File: src/rtl/mbld_pkg.sv
// Shared types and constants for the multi-button lockout debouncer.
// Used by the lane, merge and top-level modules; depends on nothing.
package mbld_pkg;

    localparam int DT_W    = 16;
    localparam int RAW_W   = 8;
    localparam int FLAG_W  = 8;
    localparam int DEB_W   = 16;
    localparam int COUNT_W = 4;
    localparam int CFG_IDX_W  = 2;
    localparam int CFG_DATA_W = 16;

    localparam logic [CFG_IDX_W-1:0] CFG_DEBOUNCE_TIME = 2'd0;
    localparam logic [CFG_IDX_W-1:0] CFG_BUTTON_COUNT  = 2'd1;
    localparam logic [CFG_IDX_W-1:0] CFG_ACTIVE_LOW    = 2'd2;

    localparam logic [DEB_W-1:0]   DEBOUNCE_RESET   = 16'd100;
    localparam logic [COUNT_W-1:0] COUNT_RESET      = 4'd8;
    localparam logic               ACTIVE_LOW_RESET = 1'b1;

    // Per-lane findings for one tick.
    typedef struct packed {
        logic held;
        logic pressed;
        logic released;
        logic clicked;
    } lane_flags_t;

    // One result beat.
    typedef struct packed {
        logic [FLAG_W-1:0] held_flags;
        logic [FLAG_W-1:0] pressed_flags;
        logic [FLAG_W-1:0] released_flags;
        logic [FLAG_W-1:0] clicked_flags;
    } result_t;

endpackage

File: src/rtl/multi_button_lockout_debouncer_core.sv
// An accepted tick's result beat is registered in the output register, or in the skid register if that is full.
// Throughput: one tick per cycle; every lane updates in parallel on the same edge.
// The input side stalls only when both the output and skid registers are full.
// Reset (aresetn, synchronous, active low): all timers, held and armed bits clear,
// both result registers empty, registers return to debounce 100, 8 buttons, active low.
module multi_button_lockout_debouncer_core #(
    parameter int NUM_BUTTONS = 8,
    parameter int TIMER_WIDTH = 16
) (
    input  logic                            aclk,
    input  logic                            aresetn,
    input  logic                            cfg_wr_en,
    input  logic [mbld_pkg::CFG_IDX_W-1:0]  cfg_index,
    input  logic [mbld_pkg::CFG_DATA_W-1:0] cfg_wdata,
    input  logic                            s_valid,
    output logic                            s_ready,
    input  logic [mbld_pkg::DT_W-1:0]       s_dt_ms,
    input  logic [mbld_pkg::RAW_W-1:0]      s_raw_levels,
    output logic                            m_valid,
    input  logic                            m_ready,
    output logic [mbld_pkg::FLAG_W-1:0]     m_held_flags,
    output logic [mbld_pkg::FLAG_W-1:0]     m_pressed_flags,
    output logic [mbld_pkg::FLAG_W-1:0]     m_released_flags,
    output logic [mbld_pkg::FLAG_W-1:0]     m_clicked_flags
);

    // Configuration registers. The user must write them only while the block is idle; the block does not
    // enforce this, and writes are taken directly with no interlock against the lanes.
    logic [mbld_pkg::DEB_W-1:0]   debounce_time_reg;
    logic [mbld_pkg::COUNT_W-1:0] button_count_reg;
    logic                         active_low_reg;

    always_ff @(posedge aclk) begin
        if (!aresetn) begin
            debounce_time_reg <= mbld_pkg::DEBOUNCE_RESET;
            button_count_reg  <= mbld_pkg::COUNT_RESET;
            active_low_reg    <= mbld_pkg::ACTIVE_LOW_RESET;
        end else if (cfg_wr_en) begin
            case (cfg_index)
                mbld_pkg::CFG_DEBOUNCE_TIME: begin
                    debounce_time_reg <= cfg_wdata[mbld_pkg::DEB_W-1:0];
                end
                mbld_pkg::CFG_BUTTON_COUNT: begin
                    button_count_reg <= cfg_wdata[mbld_pkg::COUNT_W-1:0];
                end
                mbld_pkg::CFG_ACTIVE_LOW: begin
                    active_low_reg <= cfg_wdata[0];
                end
                default: begin
                end
            endcase
        end
    end

    // A tick beat is taken whenever one is offered and the merge stage has room; the lanes
    // advance their state on exactly that edge.
    logic                  accept;
    logic                  merge_ready;
    mbld_pkg::lane_flags_t lane_flags [NUM_BUTTONS];
    mbld_pkg::result_t     out_beat;

    assign s_ready = merge_ready;
    assign accept  = s_valid && merge_ready;

    // One lane per button. Lanes without a raw input bit see a constant raw
    // level of zero, exactly as the eight-bit raw field implies.
    genvar li;
    generate
        for (li = 0; li < NUM_BUTTONS; li++) begin : g_lane
            logic raw_bit;
            if (li < mbld_pkg::RAW_W) begin : g_raw
                assign raw_bit = s_raw_levels[li];
            end else begin : g_zero
                assign raw_bit = 1'b0;
            end

            mbld_lane #(
                .LANE_IDX    (li),
                .TIMER_WIDTH (TIMER_WIDTH)
            ) u_lane (
                .aclk          (aclk),
                .aresetn       (aresetn),
                .step          (accept),
                .dt_ms         (s_dt_ms),
                .raw_level     (raw_bit),
                .debounce_time (debounce_time_reg),
                .button_count  (button_count_reg),
                .active_low    (active_low_reg),
                .flags         (lane_flags[li])
            );
        end
    endgenerate

    // Gathers the lane findings into one result beat and buffers it.
    mbld_merge #(
        .NUM_BUTTONS (NUM_BUTTONS)
    ) u_merge (
        .aclk       (aclk),
        .aresetn    (aresetn),
        .load       (accept),
        .lane_flags (lane_flags),
        .in_ready   (merge_ready),
        .out_valid  (m_valid),
        .out_ready  (m_ready),
        .out_beat   (out_beat)
    );

    assign m_held_flags     = out_beat.held_flags;
    assign m_pressed_flags  = out_beat.pressed_flags;
    assign m_released_flags = out_beat.released_flags;
    assign m_clicked_flags  = out_beat.clicked_flags;

endmodule

File: src/rtl/mbld_lane.sv
// One button lane: lockout timer, held state and click arming.
// Depends on mbld_pkg for the lane flag type and field widths.
module mbld_lane #(
    parameter int LANE_IDX    = 0,
    parameter int TIMER_WIDTH = 16
) (
    input  logic                         aclk,
    input  logic                         aresetn,
    input  logic                         step,
    input  logic [mbld_pkg::DT_W-1:0]    dt_ms,
    input  logic                         raw_level,
    input  logic [mbld_pkg::DEB_W-1:0]   debounce_time,
    input  logic [mbld_pkg::COUNT_W-1:0] button_count,
    input  logic                         active_low,
    output mbld_pkg::lane_flags_t        flags
);

    localparam int CW = (TIMER_WIDTH > mbld_pkg::DT_W) ? TIMER_WIDTH : mbld_pkg::DT_W;

    logic [TIMER_WIDTH-1:0] timer_reg, timer_next;
    logic                   held_reg, held_next;
    logic                   armed_reg, armed_next;

    logic          active;
    logic [CW-1:0] timer_ext, dt_ext, deb_ext, diff;
    logic          reading;

    assign active    = (32'(button_count) > LANE_IDX);
    assign timer_ext = CW'(timer_reg);
    assign dt_ext    = CW'(dt_ms);
    assign deb_ext   = CW'(debounce_time);
    assign diff      = timer_ext - dt_ext;
    assign reading   = raw_level ^ active_low;

    always_comb begin
        timer_next = timer_reg;
        held_next  = held_reg;
        armed_next = armed_reg;
        flags      = '0;
        if (!active) begin
            timer_next = '0;
            held_next  = 1'b0;
            armed_next = 1'b0;
        end else if (timer_ext >= dt_ext) begin
            timer_next = diff[TIMER_WIDTH-1:0];
        end else begin
            timer_next = '0;
            if (reading != held_reg) begin
                timer_next = deb_ext[TIMER_WIDTH-1:0];
                held_next  = reading;
                if (reading) begin
                    flags.pressed = 1'b1;
                    armed_next    = 1'b1;
                end else begin
                    flags.released = 1'b1;
                    if (armed_reg) begin
                        flags.clicked = 1'b1;
                        armed_next    = 1'b0;
                    end
                end
            end
        end
        flags.held = held_next;
    end

    always_ff @(posedge aclk) begin
        if (!aresetn) begin
            timer_reg <= '0;
            held_reg  <= 1'b0;
            armed_reg <= 1'b0;
        end else if (step) begin
            timer_reg <= timer_next;
            held_reg  <= held_next;
            armed_reg <= armed_next;
        end
    end

endmodule

File: src/rtl/mbld_merge.sv
// Merge stage: packs lane findings into a result beat and holds it in an
// output register backed by a skid register. Depends on mbld_pkg.
module mbld_merge #(
    parameter int NUM_BUTTONS = 8
) (
    input  logic                  aclk,
    input  logic                  aresetn,
    input  logic                  load,
    input  mbld_pkg::lane_flags_t lane_flags [NUM_BUTTONS],
    output logic                  in_ready,
    output logic                  out_valid,
    input  logic                  out_ready,
    output mbld_pkg::result_t     out_beat
);

    mbld_pkg::result_t merged;
    mbld_pkg::result_t out_reg, skid_reg;
    logic              out_valid_reg, skid_valid_reg;
    logic              pop;

    genvar gi;
    generate
        for (gi = 0; gi < mbld_pkg::FLAG_W; gi++) begin : g_bit
            if (gi < NUM_BUTTONS) begin : g_lane
                assign merged.held_flags[gi]     = lane_flags[gi].held;
                assign merged.pressed_flags[gi]  = lane_flags[gi].pressed;
                assign merged.released_flags[gi] = lane_flags[gi].released;
                assign merged.clicked_flags[gi]  = lane_flags[gi].clicked;
            end else begin : g_none
                assign merged.held_flags[gi]     = 1'b0;
                assign merged.pressed_flags[gi]  = 1'b0;
                assign merged.released_flags[gi] = 1'b0;
                assign merged.clicked_flags[gi]  = 1'b0;
            end
        end
    endgenerate

    assign pop       = out_valid_reg && out_ready;
    assign in_ready  = !skid_valid_reg;
    assign out_valid = out_valid_reg;
    assign out_beat  = out_reg;

    always_ff @(posedge aclk) begin
        if (!aresetn) begin
            out_valid_reg  <= 1'b0;
            skid_valid_reg <= 1'b0;
        end else if (skid_valid_reg) begin
            if (pop) begin
                out_reg        <= skid_reg;
                skid_valid_reg <= 1'b0;
            end
        end else if (load) begin
            if (!out_valid_reg || pop) begin
                out_reg       <= merged;
                out_valid_reg <= 1'b1;
            end else begin
                skid_reg       <= merged;
                skid_valid_reg <= 1'b1;
            end
        end else if (pop) begin
            out_valid_reg <= 1'b0;
        end
    end

endmodule
File: config.mk
export PLATFORM = sky130hd
export DESIGN_NAME = multi_button_lockout_debouncer_core
export DESIGN_NICKNAME = d
export VERILOG_FILES = /design/src/rtl/mbld_pkg.sv /design/src/rtl/multi_button_lockout_debouncer_core.sv /design/src/rtl/mbld_lane.sv /design/src/rtl/mbld_merge.sv
export SDC_FILE = /design/constraint.sdc
export NUM_CORES = 1
export LEC_CHECK = 0
export BUFFER_PORTS_ARGS = -buffer_cell sky130_fd_sc_hd__buf_4
export CAP_MARGIN = 25
export CELL_PAD_IN_SITES_DETAIL_PLACEMENT = 1
export CELL_PAD_IN_SITES_GLOBAL_PLACEMENT = 2
export CORE_ASPECT_RATIO = 1.2
export CORE_MARGIN = 2
export CORE_UTILIZATION = 42
export CTS_BUF_LIST = sky130_fd_sc_hd__clkbuf_8 sky130_fd_sc_hd__clkbuf_16
export DETAILED_ROUTE_END_ITERATION = 10
export PLACE_DENSITY_LB_ADDON = 0.1
export SETUP_SLACK_MARGIN = 0.4
export SYNTH_ARGS = -nofsm -noshare
export SYNTH_HDL_FRONTEND = slang
export SYNTH_SLANG_ARGS = --single-unit
File: constraint.sdc
create_clock -name aclk -period 7.9 [get_ports aclk]
set_input_delay 1.185 -clock aclk [delete_from_list [all_inputs] [get_ports aclk]]
set_output_delay 1.185 -clock aclk [all_outputs]
set_load 0.005 [all_outputs]
Yosys cells after proc, flatten, opt, wreduce, memory -nomap -nowiden. Cells that the tools add are included.

Input bits: 47. Register bits after elaboration: 231. Output and inout port bits: 34.

Reduce and logical (&&, ||, !) cells: 23. Bitwise gates (word level): 10. $add $sub $neg: 8. Equal/unequal tests: 28. Order comparisons: 16. Muxes and demuxes: 131.

Operator list (number): two-way mux 16 bit (24); greater-or-equal comparator 16 bit (8); two-way mux 32 bit (4); subtractor 16 bit (8); two-way mux 3 bit (24); two-way mux 1 bit (71); inequality test 2 bit (second input constant) (17); AND reduction 3 bit (9); greater-than comparator 4 x 3 -> 1 bit (second input constant) (4); two-way mux 2 bit (8); greater-than comparator 4 x 1 -> 1 bit (second input constant) (2); greater-than comparator 4 x 2 -> 1 bit (second input constant) (2); inequality test 1 bit (8); AND reduction 4 bit (2); bitwise XOR 1 bit (8); AND reduction 2 bit (3); nonzero test 2 bit (3); equality test 2 x 1 -> 1 bit (second input constant) (1); equality test 2 bit (second input constant) (1); logical AND 1 bit (2); zero test 1 bit (2); zero test 2 bit (1); inequality test 2 x 1 -> 1 bit (second input constant) (1); NOT 1 bit (2); logical OR 1 bit (1).

Longest topological paths before layout. Gate-level depths: netlist of the first run.

Depth after elaboration: 8. Mapped depth: 13.

Modules after synthesis. A second synthesis of the first run with hierarchy kept.

Cell total of the unflattened synthesis: 2197. Area, all modules: 18415.2 um2.

Modules (own cells, without submodules): mbld_merge (sequential area each 1961.9 um2, area an instance 2477.4 um2, cells an instance 114, instances 1); mbld_lane (g_lane[4].u_lane) (sequential area each 360.3 um2, area an instance 2082.0 um2, cells an instance 276, instances 1); mbld_lane (g_lane[2].u_lane) (sequential area each 360.3 um2, area an instance 1940.6 um2, cells an instance 249, instances 1); mbld_lane (g_lane[6].u_lane) (sequential area each 360.3 um2, area an instance 1913.1 um2, cells an instance 256, instances 1); mbld_lane (g_lane[7].u_lane) (sequential area each 360.3 um2, area an instance 1905.6 um2, cells an instance 257, instances 1); mbld_lane (g_lane[1].u_lane) (sequential area each 360.3 um2, area an instance 1840.5 um2, cells an instance 236, instances 1); mbld_lane (g_lane[5].u_lane) (sequential area each 360.3 um2, area an instance 1834.3 um2, cells an instance 251, instances 1); mbld_lane (g_lane[3].u_lane) (sequential area each 360.3 um2, area an instance 1806.7 um2, cells an instance 240, instances 1); mbld_lane (g_lane[0].u_lane) (sequential area each 360.3 um2, area an instance 1730.4 um2, cells an instance 227, instances 1); multi_button_lockout_debouncer_core (sequential area each 420.4 um2, area an instance 884.6 um2, cells an instance 91, instances 1).

Least setup slack after synthesis of the first run. OpenSTA, ideal clock, no wires.

Path type: input -> register. Start: in s_dt_ms[11] in the netlist's numbering. End: reg g_lane[5].u_lane.timer_reg[13]. Cell stages on the path: 11. Slack: 4240 ps. Setup time: 122 ps. Required time: 7778 ps. Arrival time: 3539 ps. Cells stage by stage: inv_1 ha_1 a21o_1 or3_1 o32a_1 o21bai_1 a21boi_2 or2_1 buf_6 nor4b_1 a221o_1.

Word-level cells in the longest chain between the ends: 3. Elaborated cells between the ends (all ways): 4.

RTL lines: start: declaration (line multi_button_lockout_debouncer_core.sv:17) `input logic [mbld_pkg::DT_W-1:0] s_dt_ms,`; subtractor 16 bit / greater-or-equal comparator 16 bit (equally long branches) (line mbld_lane.sv:32, mbld_lane.sv:44); two-way mux 16 bit (*) (line mbld_lane.sv:44) `end else if (timer_ext >= dt_ext) begin`; two-way mux 16 bit (*) (line mbld_lane.sv:40) `if (!active) begin`; end signal: assignment (line mbld_lane.sv:72) `timer_reg <= timer_next;`; end: declaration (line mbld_lane.sv:20) `logic [TIMER_WIDTH-1:0] timer_reg, timer_next;`.

Mark *: on every way between the ends. The rest lies on a longest branch, timed or not. A chain may end at the register's enable or synchronous reset.

Final worst setup path of the first run.
Start: in s_dt_ms[2] in the netlist's numbering. End: reg g_lane[2].u_lane.timer_reg[1].

Word-level cells in the longest chain between the ends: 3.

RTL lines (line): greater-or-equal comparator 16 bit (mbld_lane.sv:44); two-way mux 16 bit (mbld_lane.sv:44); two-way mux 16 bit (mbld_lane.sv:40); end signal: assignment (mbld_lane.sv:72); end: declaration (mbld_lane.sv:20).

Every way passes these cells.

==> results.yml, run 1 <==
run_status:
  outcome: "finished, final reports clean"
final_layout:
  fin_nets: 2096
  fillers: 4463
  largest_register_ffs: 128
  multi_input_area_mm2: 0.0101
  area_delta_synth_final_pct: 11.9
  final_core_util_pct: 47.7
  regArea_mm2: 0.00527
  drive_gt1_share_pct: 10.8
drt:
  wirelength_um: 56900
  drtPass1Iterations: 7
  vias: 14800
  wl_met2_um: 27100
  wl_met3_um: 3080
  avgViaCountPerCell: 6.15
  ant_nets: 0
  wl_per_cell_um: 23.7
  drt_iter0_drc: 1146
  drc: 0
  top_layer_used: "met4"
  m1WireLength_um: 25100
yosys:
  synth_top_family_by_area: "compound AO/OA/AOI/OAI gates"
  synthMuxAreaShare_pct: 2.19
  synth_cell_type_count: 84
  synth_xor_area_share_pct: 5.06
  seq_area_frac_synth_pct: 32.7
  ys_ff_latch: 231
  synth_compound_area_share_pct: 24.7
  synthCells: 1860
  ys.flop_type: "dfxtp_1"
  avgSynthCellArea_um2: 8.65
  synth.net_count: 2059
  synth-simple-area-share_pct: 18.7
  yosysWarnings: 0
  ys_async_sr_fraction_pct: 0
  synth_edf_count: 64
  netlist_area_mm2: 0.0161
  synthAdderAreaFrac_pct: 12.2
clock_tree:
  cts_tree: "yes"
  cts_resized: 0
  ctsHoldBuffers: 0
  cts-htree-levels: 1
  cts_buffers: 27
  clk_pin_slew_ns: 0.06
  cts_setup_buffers: 0
  clock_path_buffers: 3
  clk-insertion-delay-late_ns: 0.57
  cts_root_buf: "clkbuf_16"
  cts.sinks: 231
setup_path:
  r2r_start: "u_merge.skid_valid_reg"
  cp_max_fo: 14
  rrSetupSlack_ns: 4.05
  path_class: "in -> reg"
  rr_worst_depth: 8
  r2r_end: "g_lane[4].u_lane.timer_ext[15]"
  required_ns: 8.31
  cp-start-kind: "primary input"
  endpoint_kind: "register"
  cp.arrival_ns: 4.82
hold_path:
  min-delay-path-class: "reg -> reg"
  whs_path_depth: 2
  worstHoldStart: "g_lane[6].u_lane.timer_ext[6]"
  min_to: "g_lane[6].u_lane.timer_ext[6]"
floorplan:
  core-area_mm2: 0.0378
  io_pins: 81
  die_y_um: 218
  row_count: 78
  dieArea_mm2: 0.0399
  start_util_pct: 42.6
  die_w_um: 183
global_routing:
  grt_use_total_pct: 28.2
  grt_max_degree: 81
  grt_pass1_vias: 14900
  antenna_found_initial: 0
  grt_pass1_wl_um: 86600
  gr-total-overflow: 0
timing:
  slew-limit-headroom_pct: 26.2
  hold_violations: 0
  min_period_over_period_pct: 55.9
  maxSlewViolCount: 0
  final-setup-viol-count: 0
  rsz0062_at_grt: "false"
  fmax_mhz: 227
  finalCriticalPeriod_ns: 4.41
  clock_skew_ns: 0.0151
  finalSetupTns_ns: 0
  tightest_slew_ns: 1.10
pwr:
  power_density_mw_per_mm2: 179
  peakVddDrop_uv: 144
  power.leakage_uw: 0.00739
placement:
  port_buffers: 80
  gp_congestion: 0.911
  hpwlAfterDp_um: 38800
job:
  maxCapViolCount: 0
## where the power goes
part | switching, uW | internal (uW) | total (uW)
sequential | 40.6 | 1260 | 1300
clock | 560 | 760 | 1320
combinational | 373 | 235 | 608
## synthesized netlist by cell type, types with 32 or more instances
cell type  instances  area [um^2]
nor3_1            32          160
edfxtp_1          64         1920
dfxtp_1          167         3340
clkbuf_1          73          274
nand2_1          157          589
nand3_1           32          160
inv_1             84          315
ha_1             144         1800
xnor2_1           56          490
a21o_1            37          278
o21ai_0           92          460
a222oi_1          54          541
a21oi_1          141          706
xor2_1            37          324
nor2_1           183          687
## critical path, stage by stage
cell and delay [ns]:
buf_4 0.11, inv_1 0.47, ha_1 0.39, nor2b_1 0.15, o21ai_0 0.49, a311oi_1 0.22
a211oi_1 0.49, o21ai_1 0.35, and2_1 0.49, a222oi_1 0.39, nor2_1 0.07
## metrics by stage
| stage | setup slack (ns) | area, um^2 | total power [uW] | cells | hold slack, ns |
|---|---|---|---|---|---|
| global placement | 3.12 | 17100 | 1910 | 2347 | 0.443 |
| floorplan | 4.24 | 16100 | 1730 | 1860 | 0.431 |
| global route | 3.37 | 18000 | 3370 | 2397 | 0.486 |
| CTS | 3.61 | 18000 | 3260 | 2396 | 0.471 |
| finish | 3.49 | 18000 | 3230 | 2399 | 0.467 |
| detailed placement | 3.05 | 17100 | 1930 | 2347 | 0.459 |
## how the worst max path moves through the flow
| stage | from | cells after the start | end | slack [ns] |
|---|---|---|---|---|
| final | s_dt_ms[2] | 11 | g_lane[2].u_lane.timer_ext[1] | 3.49 |
| after global routing | s_dt_ms[11] | 11 | g_lane[2].u_lane.timer_ext[10] | 3.37 |
| after CTS | s_dt_ms[11] | 10 | g_lane[4].u_lane.timer_ext[15] | 3.61 |
| after detailed placement | s_dt_ms[11] | 11 | g_lane[2].u_lane.timer_ext[10] | 3.05 |
| after global placement | s_dt_ms[9] | 10 | g_lane[4].u_lane.timer_ext[15] | 3.12 |
| after floorplan | s_dt_ms[11] | 11 | g_lane[5].u_lane.timer_ext[13] | 4.24 |
## cell type report
cell class,instances,share of cell area [%]
Multi-Input combinational cell,1449,56.3
Timing Repair Buffer,103,4.32
Clock buffer,28,3.83
Sequential cell,231,29.2
Tap cell,480,3.34
Clock inverter,21,1.17
Inverter,85,1.79
Antenna cell,2,0.0278
## layout by cell type, fill, tap and decap left out, drive strengths merged, types with 17 or more instances in the layout
cell and count:
nand2b 17, o21ai 95, xor2 37, o21a 25
a21oi 141, xnor2 56, nand3 32, and2 26
mux2 25, nor2b 30, a32oi 18, clkbuf 28
ha 144, nor2 183, inv 89, nand4 21
buf 103, o31ai 20, o211ai 17, a21o 37
edfxtp 64, nand2 157, a222oi 54, a22oi 30
nor3 33, dfxtp 167, a31oi 23, nand3b 19
## metal layers
metal | track usage [%] | up-vias
met1 | 36.4 | 7272
met5 | 0 | -
met2 | 49.1 | 364
met3 | 3.12 | 88
met4 | 9.19 | 0
li1 | - | 7038
## logic make-up (layout without fill, tap and decap cells)
kind of cell,Yosys count,in the layout
simple gates,598,598
compound gates,574,574
flops,231,231
buf+inv,180,237
fa+ha+maj,152,152
xor+xnor,93,93
mux,32,32
other cells,0,2
Power figures use the tool's default switching activity.
==> run 2, diff against run 1 <==
--- a/config.mk
+++ b/config.mk
@@ -11,7 +11,7 @@
 export CELL_PAD_IN_SITES_GLOBAL_PLACEMENT = 2
 export CORE_ASPECT_RATIO = 1.2
 export CORE_MARGIN = 2
-export CORE_UTILIZATION = 42
+export CORE_UTILIZATION = 39
 export CTS_BUF_LIST = sky130_fd_sc_hd__clkbuf_8 sky130_fd_sc_hd__clkbuf_16
 export DETAILED_ROUTE_END_ITERATION = 10
 export PLACE_DENSITY_LB_ADDON = 0.1
==> constraint.sdc (replaced) <==
create_clock -name aclk -period 4.2 [get_ports aclk]
set_input_delay 0.63 -clock aclk [delete_from_list [all_inputs] [get_ports aclk]]
set_output_delay 0.63 -clock aclk [all_outputs]
set_load 0.005 [all_outputs]
==> run 2 against run 1 <==
  * Total power grew 91%
  * Cell area up 2.2%
  * Routed wire length grew 1.7%
  * Critical path depth unchanged
  * Cell count increased by 3.7%
  * Clock skew up 0.0053 ns
  * Sequential power up 88%
  * Clock power grew 94%
  * First-iteration DRC count down 13%
  * Via count increased by 1.1%
  * Die area increased by 7.5%
  * Non-clock buffer count grew 30
  * Critical path type is now reg -> reg
==> results.yml, run 2 (synthesis gave the netlist of run 1 again) <==
run_status:
  outcome: "finished, final reports clean"
setup_path:
  r2r_end: "u_merge.out_beat[1]"
  cp_num_buf_inv: 1
  path_class: "reg -> reg"
  rr_worst_depth: 11
  endpoint_kind: "register"
  cp_top_family: "compound AO/OA/AOI/OAI gates"
  cp_max_fo: 11
  rrSetupSlack_ns: 0.82
  required_ns: 4.52
  cp-start-kind: "register"
  r2r_start: "g_lane[1].u_lane.timer_ext[0]"
  slowest_stage: "a21oi_1"
  cp.arrival_ns: 3.70
  max_stage_delay_ns: 0.79
  crit_chain: "inv_1, ha_1, fa_1, nor2b_1, o21ai_0, a31oi_1, o211ai_1, a21oi_1, nor2_1, and4b_1, mux2_2"
  startpoint: "g_lane[1].u_lane.timer_ext[0]"
final_layout:
  fillers: 4828
  final_cell_mix: "nor2_1 (180), dfxtp_1 (167), nand2_1 (156)"
  final_cells: 2487
  largest_register_ffs: 128
  final_common_cell: "nor2_1"
  drive_gt1_share_pct: 12.5
  area_delta_synth_final_pct: 14.3
  fin_nets: 2126
  num_antenna_cells: 0
pwr:
  peakVddDrop_uv: 357
  power_density_mw_per_mm2: 336
  power.leakage_uw: 0.00757
global_routing:
  antenna_found_initial: 2
  gr-total-overflow: 0
  grt_pass1_vias: 15300
  grt_use_total_pct: 26.9
  grt_pass1_wl_um: 88500
  grt_max_degree: 81
drt:
  wl_per_cell_um: 23.2
  drtPass1Iterations: 9
  ant_nets: 0
  vias: 14900
  wirelength_um: 57800
  drt_iter0_drc: 999
  drc: 0
  avgViaCountPerCell: 6.00
timing:
  min_period_over_period_pct: 80.5
  final-setup-viol-count: 0
  finalCriticalPeriod_ns: 3.38
  slew-limit-headroom_pct: 29.2
  clock_skew_ns: 0.0204
  tightest_slew_ns: 1.06
  rsz0062_at_grt: "false"
  fmax_mhz: 296
  finalSetupTns_ns: 0
  hold_violations: 0
  maxSlewViolCount: 0
clock_tree:
  clk_pin_slew_ns: 0.06
  cts_setup_buffers: 0
  ctsHoldBuffers: 0
  clk-insertion-delay-late_ns: 0.57
  cts_tree: "yes"
  cts.sinks: 231
  cts_resized: 0
  cts_root_buf: "clkbuf_16"
  cts_buffers: 27
  cts-htree-levels: 1
  clock_path_buffers: 3
floorplan:
  io_pins: 81
  row_count: 81
  die_y_um: 226
  dieArea_mm2: 0.0429
  die_w_um: 189
  core-area_mm2: 0.0407
  start_util_pct: 39.5
placement:
  gp_congestion: 0.852
  port_buffers: 80
  hpwlAfterDp_um: 40800
  dpl.cell_count: 2437
hold_path:
  whs_path_depth: 2
  worstHoldStart: "m_ready"
  min_to: "u_merge.skid_valid_reg"
  min-delay-path-class: "in -> reg"
job:
  maxCapViolCount: 0
-- run 2: changes by cell type in the layout (fill, tap and decap cells not counted), moves of 3 or more --
cell and delta:
buf_4 +27, buf_12 +4, clkinv_2 +3, inv_1 -3
-- run 2: metal layers --
layer  GRT usage, %  vias up  wire [um]
li1               -     7100          -
met3           2.46       91       2590
met1           34.1     7398      25400
met2           47.8      336      27800
met4           9.03        0       1970
met5              0        -          0
-- run 2: report_power, final --
group / switching [uW] / internal (uW) / total, uW
Sequential: 73.8 / 2370 / 2450
Combinational: 713 / 462 / 1180
Clock: 1070 / 1490 / 2560
Total: 1850 / 4330 / 6180
-- run 2: layout make-up --
cell class | count | area, um^2 | area share, %
Multi-Input combinational cell | 1449 | 10100 | 55.1
Sequential cell | 231 | 5270 | 28.6
Timing Repair Buffer | 133 | 1050 | 5.70
Clock buffer | 27 | 676 | 3.67
Tap cell | 539 | 674 | 3.67
Inverter | 85 | 322 | 1.75
Clock inverter | 23 | 269 | 1.46
-- run 2: worst max-delay path by stage --
stage	end	slack, ns	cells after the start
after floorplan	g_lane[5].u_lane.timer_ext[13]	1.09	11
after global placement	u_merge.out_beat[6]	0.41	10
after detailed placement	u_merge.out_beat[1]	0.32	12
after CTS	u_merge.out_beat[1]	0.85	11
after global routing	u_merge.out_beat[1]	0.55	11
final	u_merge.out_beat[1]	0.82	11
-- run 2: per-stage QoR --
| stage | worst slack (ns) | util, % | hold slack, ns | total power, uW | area [um^2] |
|---|---|---|---|---|---|
| global placement | 0.407 | 42.8 | 0.443 | 3640 | 17400 |
| floorplan | 1.09 | - | 0.431 | 3250 | 16100 |
| detailed placement | 0.323 | 42.8 | 0.454 | 3670 | 17400 |
| CTS | 0.848 | 45.1 | 0.241 | 6250 | 18400 |
| finish | 0.819 | 45.1 | 0.269 | 6180 | 18400 |
| global route | 0.547 | 45.1 | 0.265 | 6440 | 18400 |
